==> src/rtl/bq_pkg.sv <==
// shared constants, types and saturation helpers for the biquad filter
`timescale 1ns / 1ps
`default_nettype none

package bq_pkg;

    localparam int SAMPLE_WIDTH   = 16;
    localparam int COEF_WIDTH     = 24;
    localparam int COEF_FRAC_BITS = 20;
    localparam int DELAY_WIDTH    = SAMPLE_WIDTH + 28;
    localparam int PROD_WIDTH     = SAMPLE_WIDTH + COEF_WIDTH;
    localparam int ACC_WIDTH      = DELAY_WIDTH + 2;
    localparam int CFG_IDX_WIDTH  = 3;

    typedef logic signed [SAMPLE_WIDTH-1:0] t_sample;
    typedef logic signed [COEF_WIDTH-1:0]   t_coef;
    typedef logic signed [DELAY_WIDTH-1:0]  t_delay;
    typedef logic signed [PROD_WIDTH-1:0]   t_prod;
    typedef logic signed [ACC_WIDTH-1:0]    t_acc;
    typedef logic [CFG_IDX_WIDTH-1:0]       t_cfg_idx;

    // register indexes
    localparam t_cfg_idx REG_FF_COEF_0 = t_cfg_idx'(0);
    localparam t_cfg_idx REG_FF_COEF_1 = t_cfg_idx'(1);
    localparam t_cfg_idx REG_FF_COEF_2 = t_cfg_idx'(2);
    localparam t_cfg_idx REG_FB_COEF_1 = t_cfg_idx'(3);
    localparam t_cfg_idx REG_FB_COEF_2 = t_cfg_idx'(4);

    // unity gain in q4.20
    localparam t_coef COEF_ONE = t_coef'(1) <<< COEF_FRAC_BITS;

    typedef enum logic [2:0] {
        S_IDLE,
        S_MUL_A0,
        S_MUL_A1,
        S_MUL_A2,
        S_MUL_B1,
        S_MUL_B2,
        S_FINISH
    } t_state;

    typedef enum logic [2:0] {
        MUL_X_A0,
        MUL_X_A1,
        MUL_X_A2,
        MUL_Y_B1,
        MUL_Y_B2
    } t_mul_sel;

    typedef struct packed {
        logic     load_x;
        t_mul_sel mul_sel;
        logic     y_load;
        logic     acc1_init;
        logic     acc2_init;
        logic     acc1_sub;
        logic     commit;
    } t_dp_ctrl;

    function automatic t_sample sat_sample(input t_acc v);
        logic upper_same;
        begin
            upper_same = (v[ACC_WIDTH-1:SAMPLE_WIDTH-1] == '0) ||
                         (v[ACC_WIDTH-1:SAMPLE_WIDTH-1] == '1);
            if (upper_same) begin
                sat_sample = v[SAMPLE_WIDTH-1:0];
            end else if (v[ACC_WIDTH-1]) begin
                sat_sample = {1'b1, {(SAMPLE_WIDTH-1){1'b0}}};
            end else begin
                sat_sample = {1'b0, {(SAMPLE_WIDTH-1){1'b1}}};
            end
        end
    endfunction

    function automatic t_delay sat_delay(input t_acc v);
        logic upper_same;
        begin
            upper_same = (v[ACC_WIDTH-1:DELAY_WIDTH-1] == '0) ||
                         (v[ACC_WIDTH-1:DELAY_WIDTH-1] == '1);
            if (upper_same) begin
                sat_delay = v[DELAY_WIDTH-1:0];
            end else if (v[ACC_WIDTH-1]) begin
                sat_delay = {1'b1, {(DELAY_WIDTH-1){1'b0}}};
            end else begin
                sat_delay = {1'b0, {(DELAY_WIDTH-1){1'b1}}};
            end
        end
    endfunction

endpackage

`default_nettype wire

==> src/rtl/bq_datapath.sv <==
// coefficient registers, shared multiplier, accumulators and delay state
`timescale 1ns / 1ps
`default_nettype none

module bq_datapath (
    input  wire logic             i_clk,
    input  wire logic             i_rst_n,
    input  wire logic             i_cfg_we,
    input  wire bq_pkg::t_cfg_idx i_cfg_index,
    input  wire bq_pkg::t_coef    i_cfg_data,
    input  wire bq_pkg::t_sample  i_sample,
    input  wire bq_pkg::t_dp_ctrl i_ctrl,
    output bq_pkg::t_sample       o_y
);
    import bq_pkg::*;

    t_coef   r_ff0, r_ff1, r_ff2, r_fb1, r_fb2;
    t_sample r_x;
    t_sample r_y;
    t_prod   r_prod;
    t_acc    r_acc1;
    t_acc    r_acc2;
    t_delay  r_d1;
    t_delay  r_d2;

    t_sample mul_a;
    t_coef   mul_b;
    t_prod   prod;
    t_acc    y_sum;
    t_acc    y_shift;
    t_acc    n2_sum;

    // coefficient writes
    always_ff @(posedge i_clk) begin
        if (!i_rst_n) begin
            r_ff0 <= COEF_ONE;
            r_ff1 <= '0;
            r_ff2 <= '0;
            r_fb1 <= '0;
            r_fb2 <= '0;
        end else if (i_cfg_we) begin
            case (i_cfg_index)
                REG_FF_COEF_0: r_ff0 <= i_cfg_data;
                REG_FF_COEF_1: r_ff1 <= i_cfg_data;
                REG_FF_COEF_2: r_ff2 <= i_cfg_data;
                REG_FB_COEF_1: r_fb1 <= i_cfg_data;
                REG_FB_COEF_2: r_fb2 <= i_cfg_data;
                default: ;
            endcase
        end
    end

    // shared multiplier operand select
    always_comb begin
        case (i_ctrl.mul_sel)
            MUL_X_A0: begin mul_a = r_x; mul_b = r_ff0; end
            MUL_X_A1: begin mul_a = r_x; mul_b = r_ff1; end
            MUL_X_A2: begin mul_a = r_x; mul_b = r_ff2; end
            MUL_Y_B1: begin mul_a = r_y; mul_b = r_fb1; end
            MUL_Y_B2: begin mul_a = r_y; mul_b = r_fb2; end
            default:  begin mul_a = r_x; mul_b = r_ff0; end
        endcase
    end

    assign prod = mul_a * mul_b;

    // round half up, then shift to sample scale
    assign y_sum   = t_acc'(r_prod) + t_acc'(r_d1) + (t_acc'(1) <<< (COEF_FRAC_BITS - 1));
    assign y_shift = y_sum >>> COEF_FRAC_BITS;
    assign n2_sum  = r_acc2 - t_acc'(r_prod);

    always_ff @(posedge i_clk) begin
        if (i_ctrl.load_x) begin
            r_x <= i_sample;
        end
        r_prod <= prod;
        if (i_ctrl.y_load) begin
            r_y <= sat_sample(y_shift);
        end
        if (i_ctrl.acc1_init) begin
            r_acc1 <= t_acc'(r_prod) + t_acc'(r_d2);
        end else if (i_ctrl.acc1_sub) begin
            r_acc1 <= r_acc1 - t_acc'(r_prod);
        end
        if (i_ctrl.acc2_init) begin
            r_acc2 <= t_acc'(r_prod);
        end
    end

    // delay state
    always_ff @(posedge i_clk) begin
        if (!i_rst_n) begin
            r_d1 <= '0;
            r_d2 <= '0;
        end else if (i_ctrl.commit) begin
            r_d1 <= sat_delay(r_acc1);
            r_d2 <= sat_delay(n2_sum);
        end
    end

    assign o_y = r_y;

endmodule

`default_nettype wire

==> src/rtl/biquad_iir_filter.sv <==
// biquad iir filter top level: sequencer, handshakes and output register
`timescale 1ns / 1ps
`default_nettype none

// Second-order IIR filter in transposed direct form II. One signed 16-bit
// sample in, one saturated 16-bit sample out per item. All five products go
// through a single 16x24 multiplier in turn, so an item passes an accept
// state, a multiplier state for each product and a finish state that updates
// the delay state and loads the output register before the next item can be
// accepted. The input is stalled while an item is in work. A finished
// result waits in the output register and does not hold off the next item,
// but that item cannot finish, and the one after it cannot be accepted, until
// the output register is free.
// Coefficients are signed Q4.20 and reset to a pass-through; write them only
// while the filter is idle.
module biquad_iir_filter (
    input  wire logic             i_clk,
    input  wire logic             i_rst_n,
    input  wire logic             i_cfg_we,
    input  wire bq_pkg::t_cfg_idx i_cfg_index,
    input  wire bq_pkg::t_coef    i_cfg_data,
    input  wire logic             i_in_valid,
    output logic                  o_in_stall,
    input  wire bq_pkg::t_sample  i_sample_in,
    output logic                  o_out_valid,
    input  wire logic             i_out_stall,
    output bq_pkg::t_sample       o_sample_out
);
    import bq_pkg::*;

    t_state   r_state, n_state;
    t_dp_ctrl ctrl;
    t_sample  y;
    logic     r_out_valid;
    t_sample  r_sample_out;
    logic     out_free;

    assign out_free = !r_out_valid || !i_out_stall;

    always_ff @(posedge i_clk) begin
        if (!i_rst_n) begin
            r_state <= S_IDLE;
        end else begin
            r_state <= n_state;
        end
    end

    always_comb begin
        n_state        = r_state;
        ctrl.load_x    = 1'b0;
        ctrl.mul_sel   = MUL_X_A0;
        ctrl.y_load    = 1'b0;
        ctrl.acc1_init = 1'b0;
        ctrl.acc2_init = 1'b0;
        ctrl.acc1_sub  = 1'b0;
        ctrl.commit    = 1'b0;
        o_in_stall     = 1'b1;
        case (r_state)
            S_IDLE: begin
                o_in_stall = 1'b0;
                if (i_in_valid) begin
                    ctrl.load_x = 1'b1;
                    n_state     = S_MUL_A0;
                end
            end
            S_MUL_A0: begin
                ctrl.mul_sel = MUL_X_A0;
                n_state      = S_MUL_A1;
            end
            S_MUL_A1: begin
                ctrl.mul_sel = MUL_X_A1;
                ctrl.y_load  = 1'b1;
                n_state      = S_MUL_A2;
            end
            S_MUL_A2: begin
                ctrl.mul_sel   = MUL_X_A2;
                ctrl.acc1_init = 1'b1;
                n_state        = S_MUL_B1;
            end
            S_MUL_B1: begin
                ctrl.mul_sel   = MUL_Y_B1;
                ctrl.acc2_init = 1'b1;
                n_state        = S_MUL_B2;
            end
            S_MUL_B2: begin
                ctrl.mul_sel  = MUL_Y_B2;
                ctrl.acc1_sub = 1'b1;
                n_state       = S_FINISH;
            end
            S_FINISH: begin
                // hold the last product until the output register is free
                ctrl.mul_sel = MUL_Y_B2;
                if (out_free) begin
                    ctrl.commit = 1'b1;
                    n_state     = S_IDLE;
                end
            end
            default: begin
                n_state = S_IDLE;
            end
        endcase
    end

    bq_datapath u_datapath (
        .i_clk       (i_clk),
        .i_rst_n     (i_rst_n),
        .i_cfg_we    (i_cfg_we),
        .i_cfg_index (i_cfg_index),
        .i_cfg_data  (i_cfg_data),
        .i_sample    (i_sample_in),
        .i_ctrl      (ctrl),
        .o_y         (y)
    );

    // output register
    always_ff @(posedge i_clk) begin
        if (!i_rst_n) begin
            r_out_valid <= 1'b0;
        end else if (ctrl.commit) begin
            r_out_valid <= 1'b1;
        end else if (!i_out_stall) begin
            r_out_valid <= 1'b0;
        end
    end

    always_ff @(posedge i_clk) begin
        if (ctrl.commit) begin
            r_sample_out <= y;
        end
    end

    assign o_out_valid  = r_out_valid;
    assign o_sample_out = r_sample_out;

endmodule

`default_nettype wire
==> config.mk <==
export PLATFORM = sky130hd
export DESIGN_NAME = biquad_iir_filter
export DESIGN_NICKNAME = d
export VERILOG_FILES = /design/src/rtl/bq_pkg.sv /design/src/rtl/bq_datapath.sv /design/src/rtl/biquad_iir_filter.sv
export SDC_FILE = /design/constraint.sdc
export NUM_CORES = 2
export LEC_CHECK = 0
export BUFFER_PORTS_ARGS = -buffer_cell sky130_fd_sc_hd__buf_2
export CORE_MARGIN = 2
export CORE_UTILIZATION = 50
export CTS_CLUSTER_DIAMETER = 150
export CTS_CLUSTER_SIZE = 12
export DETAILED_ROUTE_END_ITERATION = 10
export PLACE_DENSITY = 0.8
export SYNTH_ARGS = -nofsm -noshare
export SYNTH_HDL_FRONTEND = slang
export SYNTH_HIERARCHICAL = 1
export SYNTH_SLANG_ARGS = --single-unit
==> constraint.sdc <==
create_clock -name i_clk -period 12.5 [get_ports i_clk]
set_input_delay 1.25 -clock i_clk [delete_from_list [all_inputs] [get_ports i_clk]]
set_output_delay 1.25 -clock i_clk [all_outputs]
set_load 0.03 [all_outputs]
==> flow_metrics.env <==
export IMPL_rr_startpoint="r_state[2]"
export IMPL_power_mw=6.044
export IMPL_gp_congestion=0.9879
export IMPL_hold_buffers=0
export IMPL_tritoncts="yes"
export IMPL_ctsResizeCount=0
export IMPL_synth_edf_count=134
export IMPL_dr_total_vias=30570
export IMPL_crit_arrival_ps=10520
export IMPL_worst_ir_drop_vdd_uv=121.7
export IMPL_synthArstFlopShare_pct=0
export IMPL_place_inst=5138
export IMPL_slowest_stage="mux2i_1"
export IMPL_critPathKind="reg -> reg"
export IMPL_area_delta_synth_final_pct=6.058
export IMPL_syn_avg_cell_area_um2=8.765
export IMPL_nFillCells=6572
export IMPL_post_cts_repair_setup_buffers=0
export IMPL_grt_max_degree=131
export IMPL_setup_viol_count_final=0
export IMPL_die_w_um=276.8
export IMPL_rsz0062_at_grt="no"
export IMPL_dr_pass1_iters=7
export IMPL_status="finished clean"
export IMPL_dp_final_hpwl_mm=76.89
export IMPL_relSlewSlack_pct=18.74
export IMPL_maxCapViolCount=0
export IMPL_yosysTopAreaCellShare_pct=20.28
export IMPL_yosys_area_top_type="fa_1"
export IMPL_num_antenna_cells=0
export IMPL_numCtsBuffers=37
export IMPL_final_nets=4943
export IMPL_netlist_instances=4246
export IMPL_viasPerCell=5.877
export IMPL_row_count=100
export IMPL_syn_num_nets=4981
export IMPL_cp_end_kind="register"
export IMPL_fin_worst_skew_ps=28.50
export IMPL_synth_main_ff_cell="dfxtp_1"
export IMPL_drv_slew=0
export IMPL_synth_area_leaders="fa_1, dfxtp_1, edfxtp_1, ha_1, nand2_1"
export IMPL_multi_input_area_um2=25650
export IMPL_drc=0
export IMPL_seq_area_frac_synth_pct=24.21
export IMPL_grt_pass1_wl_mm=161.7
export IMPL_drt_iter0_drc=2816
export IMPL_hold_end="u_datapath/r_fb1[20]"
export IMPL_stdcell_count=5202
export IMPL_grt_overflow_total=0
export IMPL_coreArea_um2=74070
export IMPL_wl_mm=100.9
export IMPL_crit_top_cell="fa_1"
export IMPL_ys_types=87
export IMPL_whs_ps=465.5
export IMPL_htree_levels=2
export IMPL_path_clk_slew_ps=70
export IMPL_period_minus_slack_ps=10060
export IMPL_port_buffers=65
export IMPL_cpPeakStageDelay_ps=890
export IMPL_required_ps=12960
export IMPL_final_common_cell="nand2_1"
export IMPL_fin_setup_tns_ps=0
export IMPL_clkLatencyLatePin_ps=590
export IMPL_fin_crit_sh_pct=80.47
export IMPL_hp_class="reg -> reg"
export IMPL_antenna_found_initial=3
export IMPL_cts_sinks=383
export IMPL_grt_pass1_vias=30220
export IMPL_p_per_area_nw_per_um2=153.1
export IMPL_tightest_slew_ps=1215
export IMPL_hold_start="u_datapath/r_fb1[20]"
export IMPL_cp_buffers_inverters=6
export IMPL_ff_latch_area_um2=9009
export IMPL_fmax_mhz=99.41
export IMPL_reg2reg_to="u_datapath/r_prod[34]"
export IMPL_die_area_um2=76630
export IMPL_drt_antenna_violating_nets=0
export IMPL_rr_worst_depth=28
export IMPL_mostFrequentLayoutCells="nand2_1, inv_1, fa_1"
export IMPL_worst_setup_path_start_kind="register"
export IMPL_hold_viol=0
export IMPL_avgRoutedWirePerCell_um=19.39
export IMPL_clock_root_buffer="clkbuf_16"
export IMPL_cp_max_fo=27
export IMPL_start_util_pct=50.24
export IMPL_hold_path_depth=2
export IMPL_clk_path_buf_depth=3
export IMPL_grtUsageTotal_pct=26.12
export IMPL_finalCoreUtilization_pct=53.29
export IMPL_leakagePower_nw=17.49
export IMPL_drive_above_1_share_pct=4.748
export IMPL_crit_family="adder cells"
export IMPL_syn_cell_area_um2=37220
export IMPL_die_y_um=276.8
export IMPL_reg2reg_slack_ps=2440
export IMPL_ios=66
export IMPL_ys_ff_latch=383
export IMPL_synth_warnings=6
-- area by class of cell --
type / count / share of cell area [%]
Multi-Input combinational cell: 3169 / 64.99
Sequential cell: 383 / 22.82
Inverter: 521 / 4.955
Tap cell: 969 / 3.072
Clock buffer: 62 / 2.637
Timing Repair Buffer: 96 / 1.420
Clock inverter: 2 / 0.09827
-- how the worst max path moves through the flow --
stage | slack, ps | cells after the start | to | start
floorplan | 830 | 33 | u_datapath/r_prod[34] | r_state[1]
global placement | 2790 | 28 | u_datapath/r_prod[34] | r_state[2]
detailed placement | 2550 | 28 | u_datapath/r_prod[34] | r_state[2]
CTS | 2530 | 28 | u_datapath/r_prod[34] | r_state[2]
global route | 1890 | 28 | u_datapath/r_prod[34] | r_state[2]
finish | 2440 | 28 | u_datapath/r_prod[34] | r_state[2]
-- sequential cells by signal, indices dropped and copies added (netlist names), 24 cells and up --
signal / flops
u_datapath/r_ff1: 24
u_datapath/r_d1: 44
u_datapath/r_acc1: 46
u_datapath/r_acc2: 40
u_datapath/r_fb2: 24
u_datapath/r_ff0: 24
u_datapath/r_ff2: 24
u_datapath/r_fb1: 24
u_datapath/r_d2: 41
u_datapath/r_prod: 40
-- cell families (layout without fill, tap and decap cells) --
logic type	Yosys count	in the layout	synth area share, %
and+or+nand+nor	1353	1353	16.36
AOI/OAI and AO/OA	927	927	16.67
buffers and inverters	694	681	7.064
adders and majority gates	687	687	30.70
DFF	383	383	24.21
xor gates and xnor gates	151	151	3.574
muxes	51	51	1.422
-- where the power goes --
part | internal, mW | leakage, nW | total [mW] | switching [mW]
logic | 1.33 | 13.7 | 3.34 | 2.01
registers | 1.47 | 3.25 | 1.62 | 0.147
clock network | 0.571 | 0.513 | 1.09 | 0.519
total | 3.37 | 17.5 | 6.04 | 2.67
-- per-layer routing --
metal	up-vias	wire length, um	track usage, %
met5	-	0	0
li1	14200	-	-
met3	242	9964	5.737
met4	0	2988	8.096
met1	14740	43080	36.16
met2	1394	44820	40.87
-- cells in the mapped netlist, types with 11 or more instances --
| cell | count |
|---|---|
| a211o_1 | 17 |
| a211oi_1 | 27 |
| a21boi_0 | 170 |
| a21o_1 | 115 |
| a21oi_1 | 194 |
| a22oi_1 | 31 |
| a31oi_1 | 18 |
| and2_1 | 21 |
| and3_1 | 30 |
| and4_1 | 24 |
| buf_1 | 14 |
| clkbuf_1 | 154 |
| dfxtp_1 | 249 |
| edfxtp_1 | 134 |
| fa_1 | 377 |
| ha_1 | 310 |
| inv_1 | 518 |
| mux2_2 | 15 |
| mux2i_1 | 36 |
| nand2_1 | 681 |
| nand2b_1 | 25 |
| nand3_1 | 53 |
| nand4_1 | 66 |
| nor2_1 | 272 |
| nor2b_1 | 53 |
| nor3_1 | 58 |
| nor3b_1 | 14 |
| o211ai_1 | 24 |
| o21a_1 | 41 |
| o21ai_0 | 166 |
| o21bai_1 | 26 |
| o31ai_1 | 13 |
| or2_2 | 11 |
| or3_1 | 12 |
| xnor2_1 | 90 |
| xor2_1 | 60 |
-- stage by stage --
step           setup WS [ps]  area [um^2]
4_1_cts                 2529        39470
3_5_place_dp            2552        38390
2_1_floorplan          830.6        37220
3_3_place_gp            2787        38390
6_report                2441        39470
5_1_grt                 1889        39470
-- worst reg2reg max path, delay by kind of cell, from the launching register on --
kind | cells | cell delay, ps
adder cells (fa/ha/maj) | 7 | 3320
AO/OA/AOI/OAI | 6 | 1460
flip-flops | 1 | 660
buffers and inverters | 6 | 660
multiplexers | 1 | 900
AND/OR/NAND/NOR | 8 | 2960
Power figures use the tool's default switching activity.
